`src/abt_pkg.sv`:
```
// ----------------------------------------------------------------------------
// abt_pkg: shared constants and types of the adaptive beat tracker
// Register indexes, reset values and the arithmetic step codes.
// ----------------------------------------------------------------------------
`default_nettype none

package abt_pkg;

  localparam int CFG_IDX_W  = 3;
  localparam int CFG_DATA_W = 16;

  localparam logic [CFG_IDX_W-1:0] REG_HISTORY_LEN  = 3'd0;
  localparam logic [CFG_IDX_W-1:0] REG_THRESH_GAIN  = 3'd1;
  localparam logic [CFG_IDX_W-1:0] REG_DEV_WEIGHT   = 3'd2;
  localparam logic [CFG_IDX_W-1:0] REG_MIN_INTERVAL = 3'd3;
  localparam logic [CFG_IDX_W-1:0] REG_ENV_STEP     = 3'd4;
  localparam logic [CFG_IDX_W-1:0] REG_FRAME_RATE   = 3'd5;

  localparam logic [6:0]  RST_HISTORY_LEN  = 7'd32;
  localparam logic [15:0] RST_THRESH_GAIN  = 16'd6144;
  localparam logic [15:0] RST_DEV_WEIGHT   = 16'd4096;
  localparam logic [11:0] RST_MIN_INTERVAL = 12'd10;
  localparam logic [15:0] RST_ENV_STEP     = 16'd4096;
  localparam logic [15:0] RST_FRAME_RATE   = 16'd11025;

  localparam logic [11:0] FRAMES_MAX    = 12'hFFF;
  localparam int          MIN_INTERVALS = 5;

  typedef enum logic [10:0] {
    PH_MEAN  = 11'b00000000001,
    PH_NQ    = 11'b00000000010,
    PH_SS    = 11'b00000000100,
    PH_NN    = 11'b00000001000,
    PH_VAR   = 11'b00000010000,
    PH_SQRT  = 11'b00000100000,
    PH_WD    = 11'b00001000000,
    PH_GI    = 11'b00010000000,
    PH_TEMPO = 11'b00100000000,
    PH_U2    = 11'b01000000000,
    PH_U3    = 11'b10000000000
  } phase_t;

  function automatic phase_t ph_next(input phase_t p);
    phase_t r;
    unique case (p)
      PH_MEAN:  r = PH_NQ;
      PH_NQ:    r = PH_SS;
      PH_SS:    r = PH_NN;
      PH_NN:    r = PH_VAR;
      PH_VAR:   r = PH_SQRT;
      PH_SQRT:  r = PH_WD;
      PH_WD:    r = PH_GI;
      PH_GI:    r = PH_TEMPO;
      PH_TEMPO: r = PH_U2;
      PH_U2:    r = PH_U3;
      PH_U3:    r = PH_MEAN;
      default:  r = PH_MEAN;
    endcase
    return r;
  endfunction

endpackage

`default_nettype wire

```
`src/abt_if.sv`:
```
// ----------------------------------------------------------------------------
// abt_if: valid/ready channels of the adaptive beat tracker
// Input channel carries one frame level, output channel one result.
// ----------------------------------------------------------------------------
`default_nettype none

interface abt_in_if;
  logic        valid;
  logic        ready;
  logic [15:0] low_level;
  modport source (output valid, output low_level, input ready);
  modport sink   (input valid, input low_level, output ready);
endinterface

interface abt_out_if;
  logic        valid;
  logic        ready;
  logic        beat;
  logic [15:0] envelope_shaped;
  logic [11:0] median_interval;
  logic [15:0] tempo_x16;
  logic [15:0] threshold_level;
  modport source (output valid, output beat, output envelope_shaped,
                  output median_interval, output tempo_x16,
                  output threshold_level, input ready);
  modport sink   (input valid, input beat, input envelope_shaped,
                  input median_interval, input tempo_x16,
                  input threshold_level, output ready);
endinterface

`default_nettype wire

```
`src/adaptive_beat_tracker.sv`:
```
// ----------------------------------------------------------------------------
// adaptive_beat_tracker: adaptive threshold beat detector with median tempo
// Window statistics, threshold test, envelope and interval median, computed
// by one bit-serial multiplier, one bit-serial divider and a serial root.
//
//   channel  | dir | transfer             | payload
//   in_ch    | in  | valid && ready       | low_level
//   out_ch   | out | valid && ready       | beat, envelope_shaped,
//            |     |                      | median_interval, tempo_x16,
//            |     |                      | threshold_level
//   cfg_*    | in  | cfg_we               | cfg_index, cfg_data
//
// A frame takes the window sum over the window length in use, three
// divisions (the tempo one only once a median is known), seven shift-add
// products (one cycle per multiplier bit) and a serial root. A frame that
// stores a new interval, once MIN_INTERVALS are held, adds a median scan.
// in_ch.ready is high only while no frame is at work; a finished result
// waits in the output register while the next frame is taken.
// Reset is synchronous and needs no clearing pass.
// ----------------------------------------------------------------------------
`default_nettype none

module adaptive_beat_tracker #(
  parameter int HISTORY_DEPTH  = 64,
  parameter int INTERVAL_DEPTH = 16
) (
  input  wire                            clk,
  input  wire                            rst_n,
  abt_in_if.sink                         in_ch,
  abt_out_if.source                      out_ch,
  input  wire                            cfg_we,
  input  wire [abt_pkg::CFG_IDX_W-1:0]   cfg_index,
  input  wire [abt_pkg::CFG_DATA_W-1:0]  cfg_data
);
  import abt_pkg::*;

  localparam int HW  = (HISTORY_DEPTH > 1) ? $clog2(HISTORY_DEPTH) : 1;
  localparam int NW  = $clog2(HISTORY_DEPTH + 1);
  localparam int SW  = 16 + NW;
  localparam int QW  = 32 + NW;
  localparam int IW  = (INTERVAL_DEPTH > 1) ? $clog2(INTERVAL_DEPTH) : 1;
  localparam int IFW = $clog2(INTERVAL_DEPTH + 1);

  typedef enum logic [10:0] {
    S_IDLE  = 11'b00000000001,
    S_SUM   = 11'b00000000010,
    S_NEXT  = 11'b00000000100,
    S_MUL   = 11'b00000001000,
    S_DIV   = 11'b00000010000,
    S_SQRT  = 11'b00000100000,
    S_DEC   = 11'b00001000000,
    S_MLD   = 11'b00010000000,
    S_MCAND = 11'b00100000000,
    S_MRUN  = 11'b01000000000,
    S_OUT   = 11'b10000000000
  } state_t;

  state_t state_r;
  phase_t phase_r;

  // configuration
  logic [6:0]  hist_len_r;
  logic [15:0] gain_r, weight_r, step_r, frame_rate_r;
  logic [11:0] min_int_r;

  // frame state
  logic [HW-1:0]  head_r;
  logic [NW-1:0]  fill_r;
  logic [11:0]    frames_r;
  logic           beat_seen_r;
  logic [15:0]    env_r;
  logic [IW-1:0]  ihead_r;
  logic [IFW-1:0] ifill_r;
  logic [11:0]    median_r;

  // memories
  logic [15:0] win_mem [HISTORY_DEPTH];
  logic [11:0] int_mem [INTERVAL_DEPTH];
  logic [15:0] win_rd_r;
  logic [11:0] int_rd_r;
  logic [HW-1:0] win_raddr;
  logic [IW-1:0] int_raddr;
  logic          win_we, int_we;

  // window sum
  logic [15:0]   level_r;
  logic [NW-1:0] n_r, cnt_r;
  logic [HW-1:0] ptr_r;
  logic          sv_r;
  logic [SW-1:0] s_r;
  logic [QW-1:0] q_r;

  // intermediate results
  logic [15:0]     mean_r, dev_r;
  logic [63:0]     nq_r, var_num_r;
  logic [2*NW-1:0] nn_r;
  logic [31:0]     var_r;
  logic [33:0]     inner_r, uu_r;
  logic [49:0]     prod_r;
  logic            trig_r;
  logic [15:0]     thr_r, shaped_r, tempo_r;

  // median scan
  logic [IFW-1:0] mi_r, mj_r;
  logic [IFW-1:0] lt_r, le_r;
  logic           mv_r;
  logic [11:0]    cand_r;

  // serial units
  logic [63:0] ma_r, macc_r, mstep;
  logic [31:0] mb_r;
  logic [63:0] dv_rem_r, dv_q_r, dv_d_r, rem_sh, rem_n, q_n;
  logic [5:0]  dv_cnt_r;
  logic        dv_ge;
  logic [31:0] sq_v_r, sq_res_r, sq_bit_r, sq_sum, sq_res_n, sq_v_n;
  logic        sq_ge;
  logic        unit_done;
  logic [63:0] unit_res;

  // output register
  logic        out_valid_r, o_beat_r;
  logic [15:0] o_shaped_r, o_tempo_r, o_thr_r;
  logic [11:0] o_median_r;

  // helpers
  logic           in_xfer, out_xfer;
  logic [HW-1:0]  head_nxt, ptr_dec;
  logic [NW-1:0]  fill_nxt, len_eff, n_nxt;
  logic           trig;
  logic           push;
  logic [15:0]    env_base, env_nxt;
  logic [IFW-1:0] ifill_nxt;
  logic [16:0]    u_val, ease_r17;
  logic [19:0]    fr15;
  logic [15:0]    thr_nxt;
  logic [IFW-1:0] kmid;

  assign in_xfer  = in_ch.valid && in_ch.ready;
  assign out_xfer = out_valid_r && out_ch.ready;
  assign in_ch.ready = (state_r == S_IDLE);

  assign out_ch.valid           = out_valid_r;
  assign out_ch.beat            = o_beat_r;
  assign out_ch.envelope_shaped = o_shaped_r;
  assign out_ch.median_interval = o_median_r;
  assign out_ch.tempo_x16       = o_tempo_r;
  assign out_ch.threshold_level = o_thr_r;

  always_comb begin
    head_nxt = (32'(head_r) + 1 >= HISTORY_DEPTH) ? '0 : head_r + 1'b1;
    fill_nxt = (32'(fill_r) < HISTORY_DEPTH) ? fill_r + 1'b1 : fill_r;
    if (hist_len_r == '0) begin
      len_eff = NW'(1);
    end else if (32'(hist_len_r) > HISTORY_DEPTH) begin
      len_eff = NW'(HISTORY_DEPTH);
    end else begin
      len_eff = NW'(hist_len_r);
    end
    n_nxt   = (fill_nxt < len_eff) ? fill_nxt : len_eff;
    ptr_dec = (ptr_r == '0) ? HW'(HISTORY_DEPTH - 1) : ptr_r - 1'b1;
  end

  assign win_we    = in_xfer;
  assign win_raddr = ptr_dec;
  assign int_raddr = (state_r == S_MLD) ? mi_r[IW-1:0] : mj_r[IW-1:0];

  always_ff @(posedge clk) begin
    if (win_we) begin
      win_mem[head_r] <= in_ch.low_level;
    end
    win_rd_r <= win_mem[win_raddr];
  end

  always_ff @(posedge clk) begin
    if (int_we) begin
      int_mem[ihead_r] <= frames_r;
    end
    int_rd_r <= int_mem[int_raddr];
  end

  // serial unit steps
  always_comb begin
    mstep  = macc_r + (mb_r[0] ? ma_r : 64'd0);
    rem_sh = {dv_rem_r[62:0], dv_q_r[63]};
    dv_ge  = (rem_sh >= dv_d_r);
    rem_n  = dv_ge ? rem_sh - dv_d_r : rem_sh;
    q_n    = {dv_q_r[62:0], dv_ge};
    sq_sum = sq_res_r + sq_bit_r;
    sq_ge  = (sq_v_r >= sq_sum);
    sq_v_n   = sq_ge ? sq_v_r - sq_sum : sq_v_r;
    sq_res_n = sq_ge ? (sq_res_r >> 1) + sq_bit_r : (sq_res_r >> 1);
    unit_done = 1'b0;
    unit_res  = 64'd0;
    unique case (state_r)
      S_MUL: begin
        unit_done = (mb_r[31:1] == '0);
        unit_res  = mstep;
      end
      S_DIV: begin
        unit_done = (dv_cnt_r == '0);
        unit_res  = q_n;
      end
      S_SQRT: begin
        unit_done = (sq_bit_r == 32'd1);
        unit_res  = {32'd0, sq_res_n};
      end
      default: begin
        unit_done = 1'b0;
      end
    endcase
  end

  // frame decision
  always_comb begin
    trig      = (frames_r >= min_int_r) && ({10'd0, level_r, 24'd0} > prod_r);
    push      = trig && beat_seen_r && (frames_r != '0);
    env_base  = trig ? 16'hFFFF : env_r;
    env_nxt   = (env_base > step_r) ? env_base - step_r : 16'd0;
    ifill_nxt = (32'(ifill_r) < INTERVAL_DEPTH) ? ifill_r + 1'b1 : ifill_r;
    thr_nxt   = (prod_r[49:40] != '0) ? 16'hFFFF : prod_r[39:24];
    u_val     = 17'h10000 - {1'b0, env_r};
    fr15      = {frame_rate_r, 4'd0} - {4'd0, frame_rate_r};
    ease_r17  = 17'h10000 - unit_res[48:32];
    kmid      = ifill_r >> 1;
  end

  assign int_we = (state_r == S_DEC) && push;

  always_ff @(posedge clk) begin
    if (!rst_n) begin
      state_r      <= S_IDLE;
      phase_r      <= PH_MEAN;
      hist_len_r   <= RST_HISTORY_LEN;
      gain_r       <= RST_THRESH_GAIN;
      weight_r     <= RST_DEV_WEIGHT;
      min_int_r    <= RST_MIN_INTERVAL;
      step_r       <= RST_ENV_STEP;
      frame_rate_r <= RST_FRAME_RATE;
      head_r       <= '0;
      fill_r       <= '0;
      frames_r     <= FRAMES_MAX;
      beat_seen_r  <= 1'b0;
      env_r        <= '0;
      ihead_r      <= '0;
      ifill_r      <= '0;
      median_r     <= '0;
      out_valid_r  <= 1'b0;
      sv_r         <= 1'b0;
      mv_r         <= 1'b0;
    end else begin
      if (cfg_we) begin
        unique case (cfg_index)
          REG_HISTORY_LEN:  hist_len_r   <= cfg_data[6:0];
          REG_THRESH_GAIN:  gain_r       <= cfg_data;
          REG_DEV_WEIGHT:   weight_r     <= cfg_data;
          REG_MIN_INTERVAL: min_int_r    <= cfg_data[11:0];
          REG_ENV_STEP:     step_r       <= cfg_data;
          REG_FRAME_RATE:   frame_rate_r <= cfg_data;
          default: ;
        endcase
      end
      if (out_xfer && state_r != S_OUT) begin
        out_valid_r <= 1'b0;
      end

      unique case (state_r)
        S_IDLE: begin
          if (in_xfer) begin
            level_r  <= in_ch.low_level;
            frames_r <= (frames_r < FRAMES_MAX) ? frames_r + 1'b1 : frames_r;
            head_r   <= head_nxt;
            fill_r   <= fill_nxt;
            n_r      <= n_nxt;
            cnt_r    <= n_nxt;
            ptr_r    <= head_nxt;
            s_r      <= '0;
            q_r      <= '0;
            sv_r     <= 1'b0;
            state_r  <= S_SUM;
          end
        end
        S_SUM: begin
          if (cnt_r != '0) begin
            ptr_r <= ptr_dec;
            cnt_r <= cnt_r - 1'b1;
            sv_r  <= 1'b1;
          end else begin
            sv_r  <= 1'b0;
          end
          if (sv_r) begin
            s_r <= s_r + SW'(win_rd_r);
            q_r <= q_r + QW'(32'(win_rd_r) * 32'(win_rd_r));
          end
          if (cnt_r == '0 && !sv_r) begin
            phase_r <= PH_MEAN;
            state_r <= S_NEXT;
          end
        end
        S_NEXT: begin
          macc_r   <= '0;
          dv_rem_r <= '0;
          dv_cnt_r <= 6'd63;
          unique case (phase_r)
            PH_MEAN: begin
              dv_q_r <= 64'(s_r); dv_d_r <= 64'(n_r); state_r <= S_DIV;
            end
            PH_NQ: begin
              ma_r <= 64'(q_r); mb_r <= 32'(n_r); state_r <= S_MUL;
            end
            PH_SS: begin
              ma_r <= 64'(s_r); mb_r <= 32'(s_r); state_r <= S_MUL;
            end
            PH_NN: begin
              ma_r <= 64'(n_r); mb_r <= 32'(n_r); state_r <= S_MUL;
            end
            PH_VAR: begin
              dv_q_r <= var_num_r; dv_d_r <= 64'(nn_r); state_r <= S_DIV;
            end
            PH_SQRT: begin
              sq_v_r   <= var_r;
              sq_res_r <= '0;
              sq_bit_r <= 32'h4000_0000;
              state_r  <= S_SQRT;
            end
            PH_WD: begin
              ma_r <= 64'(dev_r); mb_r <= 32'(weight_r); state_r <= S_MUL;
            end
            PH_GI: begin
              ma_r <= 64'(inner_r); mb_r <= 32'(gain_r); state_r <= S_MUL;
            end
            PH_TEMPO: begin
              if (median_r == '0) begin
                tempo_r <= '0;
                phase_r <= PH_U2;
              end else begin
                dv_q_r  <= 64'(fr15);
                dv_d_r  <= 64'({median_r, 2'b00});
                state_r <= S_DIV;
              end
            end
            PH_U2: begin
              ma_r <= 64'(u_val); mb_r <= 32'(u_val); state_r <= S_MUL;
            end
            PH_U3: begin
              ma_r <= 64'(uu_r); mb_r <= 32'(u_val); state_r <= S_MUL;
            end
            default: state_r <= S_NEXT;
          endcase
        end
        S_MUL, S_DIV, S_SQRT: begin
          macc_r   <= mstep;
          ma_r     <= ma_r << 1;
          mb_r     <= mb_r >> 1;
          dv_rem_r <= rem_n;
          dv_q_r   <= q_n;
          dv_cnt_r <= dv_cnt_r - 1'b1;
          sq_v_r   <= sq_v_n;
          sq_res_r <= sq_res_n;
          sq_bit_r <= sq_bit_r >> 2;
          if (unit_done) begin
            unique case (phase_r)
              PH_MEAN:  mean_r    <= unit_res[15:0];
              PH_NQ:    nq_r      <= unit_res;
              PH_SS:    var_num_r <= nq_r - unit_res;
              PH_NN:    nn_r      <= unit_res[2*NW-1:0];
              PH_VAR:   var_r     <= unit_res[31:0];
              PH_SQRT:  dev_r     <= unit_res[15:0];
              PH_WD:    inner_r   <= {2'b00, 4'd0, mean_r, 12'd0} + unit_res[33:0];
              PH_GI:    prod_r    <= unit_res[49:0];
              PH_TEMPO: tempo_r   <= (unit_res[63:16] != '0) ? 16'hFFFF
                                                             : unit_res[15:0];
              PH_U2:    uu_r      <= unit_res[33:0];
              PH_U3:    shaped_r  <= ease_r17[16] ? 16'hFFFF : ease_r17[15:0];
              default: ;
            endcase
            phase_r <= ph_next(phase_r);
            if (phase_r == PH_GI) begin
              state_r <= S_DEC;
            end else if (phase_r == PH_U3) begin
              state_r <= S_OUT;
            end else begin
              state_r <= S_NEXT;
            end
          end
        end
        S_DEC: begin
          trig_r <= trig;
          thr_r  <= thr_nxt;
          env_r  <= env_nxt;
          if (trig) begin
            beat_seen_r <= 1'b1;
            frames_r    <= '0;
          end
          if (push) begin
            ihead_r <= (32'(ihead_r) + 1 >= INTERVAL_DEPTH) ? '0 : ihead_r + 1'b1;
            ifill_r <= ifill_nxt;
          end
          phase_r <= PH_TEMPO;
          if (push && 32'(ifill_nxt) >= MIN_INTERVALS) begin
            mi_r    <= '0;
            state_r <= S_MLD;
          end else begin
            state_r <= S_NEXT;
          end
        end
        S_MLD: begin
          state_r <= S_MCAND;
        end
        S_MCAND: begin
          cand_r  <= int_rd_r;
          mj_r    <= '0;
          lt_r    <= '0;
          le_r    <= '0;
          mv_r    <= 1'b0;
          state_r <= S_MRUN;
        end
        S_MRUN: begin
          if (mj_r != ifill_r) begin
            mj_r <= mj_r + 1'b1;
            mv_r <= 1'b1;
          end else begin
            mv_r <= 1'b0;
          end
          if (mv_r) begin
            lt_r <= lt_r + IFW'(int_rd_r < cand_r);
            le_r <= le_r + IFW'(int_rd_r <= cand_r);
          end
          if (mj_r == ifill_r && !mv_r) begin
            if (lt_r <= kmid && kmid < le_r) begin
              median_r <= cand_r;
              state_r  <= S_NEXT;
            end else begin
              mi_r    <= mi_r + 1'b1;
              state_r <= S_MLD;
            end
          end
        end
        S_OUT: begin
          if (!out_valid_r || out_ch.ready) begin
            out_valid_r <= 1'b1;
            o_beat_r    <= trig_r;
            o_shaped_r  <= shaped_r;
            o_median_r  <= median_r;
            o_tempo_r   <= tempo_r;
            o_thr_r     <= thr_r;
            state_r     <= S_IDLE;
          end
        end
        default: state_r <= S_IDLE;
      endcase
    end
  end

endmodule

`default_nettype wire

```
`src/flat_wrapper.sv`:
```
// flat-port wrapper written by rule: the top's interface ports become plain ports
module adaptive_beat_tracker_flat import abt_pkg::*;
#(
  parameter int HISTORY_DEPTH  = 64,
  parameter int INTERVAL_DEPTH = 16
)
  (clk, rst_n, cfg_we, cfg_index, cfg_data, in_ch_valid, in_ch_low_level, in_ch_ready, out_ch_valid, out_ch_beat, out_ch_envelope_shaped, out_ch_median_interval, out_ch_tempo_x16, out_ch_threshold_level, out_ch_ready);
  abt_in_if in_ch_i ();
  abt_out_if out_ch_i ();
  input  wire clk;
  input  wire rst_n;
  input  wire cfg_we;
  input  wire [abt_pkg::CFG_IDX_W-1:0] cfg_index;
  input  wire [abt_pkg::CFG_DATA_W-1:0] cfg_data;
  input wire logic [$bits(in_ch_i.valid)-1:0] in_ch_valid;
  input wire logic [$bits(in_ch_i.low_level)-1:0] in_ch_low_level;
  output wire logic [$bits(in_ch_i.ready)-1:0] in_ch_ready;
  output wire logic [$bits(out_ch_i.valid)-1:0] out_ch_valid;
  output wire logic [$bits(out_ch_i.beat)-1:0] out_ch_beat;
  output wire logic [$bits(out_ch_i.envelope_shaped)-1:0] out_ch_envelope_shaped;
  output wire logic [$bits(out_ch_i.median_interval)-1:0] out_ch_median_interval;
  output wire logic [$bits(out_ch_i.tempo_x16)-1:0] out_ch_tempo_x16;
  output wire logic [$bits(out_ch_i.threshold_level)-1:0] out_ch_threshold_level;
  input wire logic [$bits(out_ch_i.ready)-1:0] out_ch_ready;
  assign in_ch_i.valid = in_ch_valid;
  assign in_ch_i.low_level = in_ch_low_level;
  assign in_ch_ready = in_ch_i.ready;
  assign out_ch_valid = out_ch_i.valid;
  assign out_ch_beat = out_ch_i.beat;
  assign out_ch_envelope_shaped = out_ch_i.envelope_shaped;
  assign out_ch_median_interval = out_ch_i.median_interval;
  assign out_ch_tempo_x16 = out_ch_i.tempo_x16;
  assign out_ch_threshold_level = out_ch_i.threshold_level;
  assign out_ch_i.ready = out_ch_ready;
  adaptive_beat_tracker #(.HISTORY_DEPTH(HISTORY_DEPTH), .INTERVAL_DEPTH(INTERVAL_DEPTH)) u_core (.clk(clk), .rst_n(rst_n), .in_ch(in_ch_i), .out_ch(out_ch_i), .cfg_we(cfg_we), .cfg_index(cfg_index), .cfg_data(cfg_data));
endmodule
```
`config.mk`:
```
export PLATFORM = sky130hd
export DESIGN_NAME = adaptive_beat_tracker_flat
export DESIGN_NICKNAME = d
export VERILOG_FILES = /design/src/abt_pkg.sv /design/src/abt_if.sv /design/src/adaptive_beat_tracker.sv /design/src/flat_wrapper.sv
export SDC_FILE = /design/constraint.sdc
export NUM_CORES = 2
export LEC_CHECK = 0
export BUFFER_PORTS_ARGS = -buffer_cell sky130_fd_sc_hd__buf_2
export CAP_MARGIN = 10
export CORE_UTILIZATION = 52
export DETAILED_ROUTE_END_ITERATION = 7
export PLACE_DENSITY = 0.74
export SYNTH_ARGS = -nofsm -noshare
export SYNTH_HDL_FRONTEND = slang
export SYNTH_SLANG_ARGS = --single-unit
```
`constraint.sdc`:
```
create_clock -name clk -period 27.9 [get_ports clk]
set_input_delay 1.395 -clock clk [delete_from_list [all_inputs] [get_ports clk]]
set_output_delay 1.395 -clock clk [all_outputs]
set_load 0.02 [all_outputs]
```
==> flow_metrics.tcl <==
set metrics [dict create \
    fin_tns_setup_ps 0 \
    vias 77038 \
    core_area_sq_um 222000 \
    clk-insertion-delay-late_ps 930 \
    routabilityCongestion 0.951 \
    synth.most_common_cell "edfxtp_1" \
    crit_path_max_fanout 24 \
    grt_use_total 0.270 \
    first_pass_iters 8 \
    synthDistinctLibCells 101 \
    root_buffer "clkbuf_16" \
    drive_above_1_share 0.108 \
    die_area_sq_um 225000 \
    min_path_type "reg2reg" \
    netlist_top_cells_area "edfxtp_1 (56%), mux4_2 (5.0%), ha_1 (4.8%)" \
    grt_pass1_vias 76417 \
    arrival_ps 11130 \
    rsz0062_at_grt "no" \
    place.port_buffers 102 \
    critPathLaunchType "register" \
    outcome "completed" \
    syn_nets 9939 \
    fillCellCount 17249 \
    initial_core_util 0.523 \
    synthTopCellsByCount "edfxtp_1 (2,157), nand2_1 (1,179), nor2_1 (619)" \
    cp_common_cell "a31oi_1" \
    syn_area_sq_um 116000 \
    antenna_found_initial 5 \
    cts_resized 0 \
    nets 10020 \
    gr-total-overflow 0 \
    cts_setup_buffers 0 \
    cts_tree "built" \
    setup_viol 0 \
    synth_cells 9249 \
    ys_ff_latch 2356 \
    netlist.area_leader.share 0.557 \
    hold_viol_final 0 \
    slowest_stage "a31oi_1" \
    drc 0 \
    grt_pass1_wl_mm 464 \
    clk_pin_slew_ps 60 \
    tightest_slew_ps 1300 \
    required_ps 28520 \
    fmax_mhz 95.1 \
    cts_hold_buf 0 \
    routed.top_layer "met5" \
    crit_path_end_kind "register" \
    avgSynthCellArea_sq_um 12.6 \
    cts.sinks 2356 \
    htreeDepth 4 \
    via_per_inst 6.16 \
    numCtsBuffers 235 \
    critPathMaxStageDelay_ps 590 \
    wl_met3_mm 25.7 \
    initialDrtViolationCount 8711 \
    wl_mm 306 \
    async_flop_share 0 \
    dpl.hpwl_mm 204 \
    pin_count 103 \
    wl_met2_mm 143 \
    met1Wirelength_mm 123 \
    criticalPathCategory "reg2reg" \
    yosysWarnings 0 \
    period_share 0.377 \
    max_slew_margin 0.132 \
    synth_top_cell_by_area "edfxtp_1" \
    finClkSkew_ps 76.8 \
    syn_to_final_growth_pct 10.6 \
    num_rows 173 \
    cts.path.max_buffers 3 \
    synth_edf_count 2157 \
    die_h_microns 475 \
    cap_violations 0 \
    drv_slew 0 \
    fin_crit_ps 10520 \
    die_w_microns 475 \
    wl_per_cell_microns 24.4 \
    ant_nets 0 \
    ys.flop_type "edfxtp_1" \
    grt_max_degree 129 \
    synth-seq-area-share 0.592 \
]
layout by cell type (no fill, tap or decap), types with 184 or more instances in the layout:
cell       instances
nand3_1          244
a21oi_1          509
edfxtp_1        2157
and2_1           256
mux4_2           256
o21ai_0          327
nand2_1         1178
xor2_1           184
ha_1             446
fa_1             203
dfxtp_1          199
nor2_1           579
inv_1            519
clkbuf_16        235
xnor2_1          234
cells by family after synthesis:
kind of cell	count (synthesis)	share of synthesized area
simple gates	2906	0.116
flops	2356	0.592
compound gates	1695	0.0951
buf+inv	943	0.0309
fa+ha+maj	650	0.0831
xor+xnor	419	0.0316
mux	280	0.0517
registers in the layout, summed over array words and instances (netlist names), 34 cells and up:
| name | cells |
|---|---|
| u_core.win_mem | 1024 |
| u_core.int_mem | 192 |
| u_core.dv_q_r | 64 |
| u_core.ma_r | 64 |
| u_core.macc_r | 64 |
| u_core.nq_r | 64 |
| u_core.var_num_r | 64 |
| u_core.dv_rem_r | 63 |
| u_core.prod_r | 50 |
| u_core.q_r | 39 |
| u_core.inner_r | 34 |
| u_core.uu_r | 34 |
metal layers:
metal,vias up,global-route usage
met4,4,0.117
met5,-,0
li1,34279,-
met2,3663,0.431
met1,38396,0.371
met3,696,0.0390
area by class of cell:
class                      instances  area [sq um]  area share
inverter                         522          1970      0.0153
multi-input combinational       5950         44300       0.345
tap                             2975          3720      0.0290
timing repair buffer             265          1760      0.0137
clock inverter                   164          1910      0.0149
clock buffer                     278          6060      0.0472
sequential                      2356         68800       0.535
antenna                            5          12.5   0.0000974
worst max-delay path, delay by kind of cell, from the launching register on:
family          cells  cell delay (ps)
simple gates        8             1120
flops               1              500
mux                 1              290
buf+inv             1              310
xor+xnor            1              100
fa+ha+maj           3             1040
compound gates     26             6870
metrics by stage:
stage                     cells  instance area, sq um  utilization  hold slack [ps]  setup slack [ps]
after floorplan            9249                116000            -              400             18930
after global placement    12065                120000        0.542              405             17620
after detailed placement  12065                120000        0.542              406             17450
after CTS                 12507                128000        0.578              420             17430
after global routing      12511                128000        0.578              423             16550
final                     12515                128000        0.578              418             17380
worst paths after layout:
kind                                           end  slack, ps  cells after the start                from
hold / removal    u_core.out_ch.threshold_level[5]        420                      0     u_core.thr_r[5]
setup reg to reg              u_core.var_num_r[57]      17380                     40  u_core.sq_bit_r[2]
setup / recovery              u_core.var_num_r[57]      17380                     40  u_core.sq_bit_r[2]
hold reg to reg   u_core.out_ch.threshold_level[5]        420                      0     u_core.thr_r[5]
Power is left out: the tool's default activity adds up to more than one toggle a clock period on the data nets, which glitch-free logic cannot reach.
